===== src/sv/psbe_ram.sv =====
// Generic single-port-write, registered-read RAM.
module psbe_ram #(
  parameter int Width = 8,
  parameter int Depth = 16
) (
  input  logic                     clk,
  input  logic                     wr_en,
  input  logic [$clog2(Depth)-1:0] wr_addr,
  input  logic [Width-1:0]         wr_data,
  input  logic [$clog2(Depth)-1:0] rd_addr,
  output logic [Width-1:0]         rd_data
);
  logic [Width-1:0] mem [Depth];

  always_ff @(posedge clk) begin
    if (wr_en) mem[wr_addr] <= wr_data;
    rd_data <= mem[rd_addr];
  end
endmodule


===== config.mk =====
export PLATFORM = sky130hd
export DESIGN_NAME = psbe_ram
export DESIGN_NICKNAME = d
export VERILOG_FILES = /design/src/sv/psbe_ram.sv
export SDC_FILE = /design/constraint.sdc
export NUM_CORES = 1
export LEC_CHECK = 0
export BUFFER_PORTS_ARGS = -buffer_cell sky130_fd_sc_hd__buf_2
export CAP_MARGIN = 20
export CORE_ASPECT_RATIO = 1.2
export CORE_UTILIZATION = 40
export CTS_BUF_LIST = sky130_fd_sc_hd__clkbuf_8
export CTS_CLUSTER_SIZE = 28
export DETAILED_ROUTE_END_ITERATION = 6
export GPL_ROUTABILITY_DRIVEN = 1
export SETUP_SLACK_MARGIN = 0.15
export SLEW_MARGIN = 5
export SYNTH_ARGS = -nofsm -noshare
export SYNTH_HDL_FRONTEND = slang
export SYNTH_SLANG_ARGS = --single-unit

===== constraint.sdc =====
create_clock -name clk -period 2.95 [get_ports clk]
set_clock_uncertainty 0.15 [all_clocks]
set_input_delay 0.1475 -clock clk [delete_from_list [all_inputs] [get_ports clk]]
set_output_delay 0.1475 -clock clk [all_outputs]
set_load 0.05 [all_outputs]

==> After elaboration in Yosys (flattened, before gate mapping) <==
Memory sizes are Yosys's and may differ from the RTL's. A register that Yosys moved wholly into a read port is not among the register bits.
Cells that the tools add are included.
{ "word_totals": {"register_bits": 0, "mem_bits_rw": 128, "in_bits": 18, "elab_cells": 3, "memories": 1} }
{ "classes": {"mux": 2} }
{ "memory_table": {"columns": ["memory", "depth", "width", "read_ports", "rd_clocked_by_memory_dff", "wr", "line", "text"], "rows": [
  ["mem", 16, 8, 1, 1, 1, "13", "logic [Width-1:0] mem [Depth];"]
]} }
{ "ops": {"columns": ["cell", "n"], "rows": [
  ["1-bit 2-to-1 mux", 2]
]} }

==> Depth between registers and ports, before layout <==
Gate-level depths: netlist of the first run.
{ "logic_depth": {"ltp_word": 2, "mapped_depth": 5, "depth_no_buf": 3} }

==> Least setup slack after synthesis of the first run <==
OpenSTA, ideal clock, no wires.
{ "synth_timing": {"kind": "input -> register", "start": "input port wr_addr[2]", "end": "memory mem[0][0], enable pin", "setup_time_ns": 0.383, "t_arrival_ns": 1.257, "setup_slack_ns": 1.160, "stages": 2, "cell_sequence": "or3b_2 -> nor3_1"} }
{ "synth_lines": {"columns": ["element", "line", "text"], "rows": [
  ["start: declaration", "8", "input logic [$clog2(Depth)-1:0] wr_addr,"],
  ["end: declaration", "13", null]
]} }
Straight into the memory's write port.

==> qor.yml, run 1 <==
setup_path:
  reg2reg_depth: 3
  r2r_start: "mem[10][1]"
  r2r_slack_ps: 1330
  cp.arrival_ps: 1770
  slowest_stage: "mux4_1"
  crit_chain: "mux4_1, a22oi_1, nand2_1"
  end_kind: "flop"
  cp-start-kind: "flop"
  required_ps: 3100
  critPathMaxFanout: 1
  critPathKind: "reg2reg"
  r2r-end: "rd_data[1]"
  max_stage_delay_ps: 510
sta:
  whs_ps: 119.6
  rsz0062_at_grt: "false"
  period_share: 0.5486
  tns_ps: 0
  relSlewSlack: 0.2968
  setup_violations: 0
  fin_crit_ps: 1618
  setup_slack_ps: 1332
  finalMaxSlewViolations: 0
  worst_slew_pin_slew_ps: 1051
  finalHoldViolations: 0
  max_clock_freq_mhz: 617.9
logic_synthesis:
  ys_top_cells_by_count: "128 x edfxtp_1, 18 x mux4_2, 16 x a22oi_1"
  yosys.cell_types.count: 19
  synthTopCellsByArea: "edfxtp_1 75%, mux4_2 7.9%, mux4_1 7.1%"
  seq_area_frac_synth: 0.7778
  synth.most_common_cell: "edfxtp_1"
  netlist_instances: 229
  mappedNetlistArea_mm2: 0.005147
  synth_top_cell_area_share: 0.7467
  yosys_warnings: 0
  avgSynthCellArea_um2: 22.48
  yosysTopAreaCell: "edfxtp_1"
  syn-num-nets: 247
  synth_edf_count: 128
  async_reset_ff_frac: 0
  synth_flop_cell: "edfxtp_1"
  ys_seq_elements: 136
grt:
  grt_pass1_wl_um: 14740
  antenna_found_initial: 0
  overflow: 0
  grt.total_usage: 0.1593
  grt_max_degree: 25
  first_global_vias: 2481
place:
  port_buffers: 25
  dp_hpwl_um: 6075
  dp_slack_ps: 907.3
  place_congestion: 0.6838
min_path:
  worstHoldStart: "wr_addr[0]"
  min_path_type: "in2reg"
  worst_hold_path.num_cells: 3
  whs_endpoint: "mem[0][3]"
clocking:
  cts.path.max_buffers: 2
  clk_pin_slew_ps: 80
  post_cts_buffers: 0
  cts_max_level: 4
  cts-root-buf: "clkbuf_8"
  clkLatencyLatePin_ps: 430
  cts_tree: "yes"
  numCtsBuffers: 17
  cts_sinks: 136
route:
  wire_per_inst_um: 21.30
  drt-initial-drc-count: 167
  drc: 0
  vias: 2377
  viasPerCell: 5.236
  totalWireLength_um: 9669
  postRouteAntennaNets: 0
  first_pass_iters: 4
die:
  coreArea_mm2: 0.01261
  rows: 45
  start_util: 0.4081
  io_pins: 26
  die-area_mm2: 0.01333
  dieWidth_um: 105.6
  dieHeight_um: 126.3
final_layout:
  final_core_util: 0.4702
  drive_gt1_frac: 0.2655
  final_nets: 295
  area_growth_pct: 15.22
  antenna_cells: 0
  fillers: 1084
pwr:
  finalPower_mw: 3.937
  powerDensity_mw_per_mm2: 663.9
  vdd_drop_max_uv: 317.6
  p_leak_nw: 1.985
flow_run:
  max_cap_violations: 0
status:
  status: "complete, no violations"
==> cell families after synthesis <==
logic type | Yosys count | synth area share
AOI/OAI and AO/OA | 16 | 0.02334
DFF | 136 | 0.7778
muxes | 32 | 0.1502
and+or+nand+nor | 35 | 0.03184
buffers and inverters | 10 | 0.01677
==> registers in the layout, indices dropped and copies added (netlist names) <==
register  cells
mem         128
rd_data       8
==> critical path: cells and delay by family, from the launching register on <==
kind | cells | cell delay, ps
AO/OA/AOI/OAI | 1 | 350
flip-flops | 1 | 360
multiplexers | 1 | 510
AND/OR/NAND/NOR | 1 | 110
==> stage by stage <==
stage | area [um2] | std cells
global route | 5931 | 454
CTS | 5931 | 454
detailed placement | 5449 | 414
global placement | 5449 | 414
floorplan | 5147 | 229
finish | 5931 | 454
==> worst max-delay path by stage <==
stage,slack (ps),end,depth (start not counted),from
2_1_floorplan,1160,mem[0][0],2,wr_addr[2]
3_3_place_gp,920,rd_data[4],5,rd_addr[0]
3_5_place_dp,910,rd_data[4],5,rd_addr[0]
4_1_cts,1300,rd_data[1],3,mem[10][1]
5_1_grt,1230,rd_data[1],3,mem[10][1]
6_report,1330,rd_data[1],3,mem[10][1]
==> routing by layer <==
layer | GRT usage | wire length (um)
met1 | 0.2153 | 4311
met2 | 0.2531 | 4776
met3 | 0.03727 | 452
met4 | 0.05964 | 129
met5 | 0 | 0
==> power by group <==
group          internal [mW]  switching [mW]  leakage, nW
Clock                  0.863           0.663        0.222
Sequential              2.16          0.0116         1.22
Combinational         0.0880           0.154        0.539
Total                   3.11           0.828         1.98
==> cells in the final DEF (no fill, tap or decap), types with 5 or more instances in the layout <==
cell type | synthesis | routed
buf_2 | 3 | 25
mux4_1 | 14 | 14
inv_1 | 0 | 5
buf_4 | 1 | 5
nand2_1 | 9 | 9
dlygate4sd3_1 | 0 | 8
edfxtp_1 | 128 | 128
mux4_2 | 18 | 18
clkbuf_8 | 0 | 19
dfxtp_1 | 8 | 8
nor2_1 | 13 | 13
a22oi_1 | 16 | 16
==> timing repair <==
action | CTS | global route
endpoints found under the hold margin | 128 | 0
gates resized for setup | 0 | 0
endpoints found under the setup margin | 0 | 0
hold buffers | 8 | 0
==> final cells by class <==
type	instances	area, um2	share of cell area
sequential	136	4004	0.6751
multi-input combinational	83	1057	0.1783
timing repair buffer	39	262.8	0.04430
clock buffer	19	261.5	0.04409
tap	164	205.2	0.03460
clock inverter	13	140.1	0.02363
Note: power is estimated with default switching activity, not from simulation.
==> inputs of run 2 (changes only) <==
- clock period: 2.95 -> 1.4 ns (I/O delays scaled with it)
==> qor.yml, run 2 (synthesized netlist as in run 1, its figures left out) <==
final_layout:
  area_growth_pct: 21.32
  layout.cells.non_filler: 477  # +5.1%
  largestRegisters: "mem x128, rd_data x8"
  largest_reg_flops: 128  # unchanged
  mostFrequentLayoutCell: "edfxtp_1"
  final_cell_mix: "128 x edfxtp_1, 31 x mux4_2, 23 x buf_4, 19 x clkbuf_8, 17 x buf_2"
  final_core_util: 0.4951  # +0.02490
  final_nets: 318  # +7.8%
  regMostFlops: "mem"
  antenna_cells: 0  # unchanged
  drive_gt1_frac: 0.4185  # +0.1530
grt:
  antenna_found_initial: 0  # unchanged
  grt_max_degree: 17  # -32%
  overflow: 0  # unchanged
  first_global_vias: 2619  # +5.6%
  grt.total_usage: 0.1657  # +0.006410
  grt_pass1_wl_um: 15450  # +4.8%
clocking:
  clk_pin_slew_ps: 80  # about the same
  cts-root-buf: "clkbuf_8"
  cts_tree: "yes"
  cts.path.max_buffers: 2  # unchanged
  post_cts_buffers: 0  # unchanged
  cts_sinks: 136  # unchanged
  clkLatencyLatePin_ps: 440  # about the same
  cts_max_level: 4  # unchanged
  numCtsBuffers: 17  # unchanged
setup_path:
  cp.arrival_ps: 1630  # -140 ps
  crit_start: "mem[0][3]"
  required_ps: 1570  # -1530 ps
  cp-start-kind: "flop"
  end_kind: "flop"
  r2r_start: "mem[0][3]"
  critPathKind: "reg2reg"
  critPathMaxFanout: 1  # unchanged
die:
  dieWidth_um: 105.6  # unchanged
  die-area_mm2: 0.01333  # unchanged
  io_pins: 26  # unchanged
  dieHeight_um: 126.3  # unchanged
  coreArea_mm2: 0.01261  # unchanged
  start_util: 0.4081  # unchanged
  rows: 45  # unchanged
status:
  status: "complete, but fails checks"
  failed_checks: "setup timing"
sta:
  relSlewSlack: 0.4047  # +0.1079
  tns_ps: -107.0  # -107.0 ps
  fin_crit_ps: 1465  # -153.2 ps
  rsz0062_at_grt: "true"
  setup_violations: 5  # +5
  period_share: 1.047  # +0.4979
  finalMaxSlewViolations: 0  # unchanged
  setup_slack_ps: -65.14  # -1397 ps
  max_clock_freq_mhz: 682.5  # +10%
  whs_ps: 41.58  # -78.02 ps
  finalHoldViolations: 0  # unchanged
  worst_slew_pin_slew_ps: 889.6  # -161.3 ps
route:
  drt-met1-wl_um: 4200  # -2.6%
  route.met3.wl_um: 370  # -18%
  wl_met2_um: 5043  # +5.6%
  drc: 0  # unchanged
  top_layer: "met4"
  totalWireLength_um: 9808  # +1.4%
  viasPerCell: 5.084  # -2.9%
  vias: 2425  # +2.0%
  postRouteAntennaNets: 0  # unchanged
  drt-initial-drc-count: 99  # -41%
  wire_per_inst_um: 20.56  # -3.5%
  first_pass_iters: 4  # unchanged
place:
  dp_slack_ps: -259.3  # -1167 ps
  place_congestion: 0.7236  # +5.8%
  placed_cells: 437  # +5.6%
  dp_hpwl_um: 6650  # +9.5%
  port_buffers: 25  # unchanged
min_path:
  min_path_type: "in2reg"
  worstHoldStart: "wr_addr[1]"
pwr:
  vdd_drop_max_uv: 443.3  # +40%
  p_leak_nw: 2.076  # +4.6%
  powerDensity_mw_per_mm2: 1331  # +100%
flow_run:
  max_cap_violations: 0  # unchanged
run 2: changes by cell type in the layout (fill, tap and decap cells not counted), sizes merged:
| cell | before | now |
|---|---|---|
| buf | 31 | 52 |
| clkinvlp | 1 | 4 |
| clkbuf | 19 | 21 |
| inv | 5 | 3 |
| bufinv | 3 | 2 |
run 2: repair_timing:
| action | 4_1_cts | 5_1_grt |
|---|---|---|
| resized for setup | 12 | 8 |
| cloned | 0 | 0 |
| setup endpoints to repair | 14 | 13 |
| hold buffers | 8 | 0 |
| endpoints found under the hold margin | 128 | 0 |
| pin swaps | 1 | 1 |
run 2: per-stage QoR:
stage | total power [mW] | cell area (um2)
global route | 8.569 | 6245
finish | 8.312 | 6245
floorplan | 5.008 | 5172
CTS | 8.377 | 6218
global placement | 5.228 | 5713
detailed placement | 5.240 | 5713
run 2: power breakdown:
part	leakage (nW)	internal, mW	switching [mW]	total [mW]
clock	0.196	1.66	1.46	3.12
combinational	0.656	0.263	0.349	0.612
sequential	1.22	4.55	0.0316	4.58
run 2: cell type report:
cell class / instances / area [um2]
fill: 1048 / 6367
sequential: 136 / 4006
multi-input combinational: 83 / 1075
timing repair buffer: 62 / 566.8
clock buffer: 19 / 261.5
tap: 164 / 205.2
clock inverter: 13 / 130.1
run 2: critical path: stages (launching register included):
cell,delay [ps]
edfxtp_1,370
mux4_2,490
a22oi_2,220
nand2_1,120
run 2: worst paths after layout:
check | to | slack, ps | cells past startpoint
worst max register to register | rd_data[3] | -70 | 3
worst min-delay path | mem[0][4] | 40 | 3
worst max-delay path | rd_data[3] | -70 | 3
worst min register to register | rd_data[2] | 510 | 3
run 2: routing by layer:
metal / vias up / track usage
li1: 1102 / -
met1: 1243 / 0.2082
met2: 63 / 0.2740
met3: 17 / 0.04089
met4: 0 / 0.07190
met5: - / 0
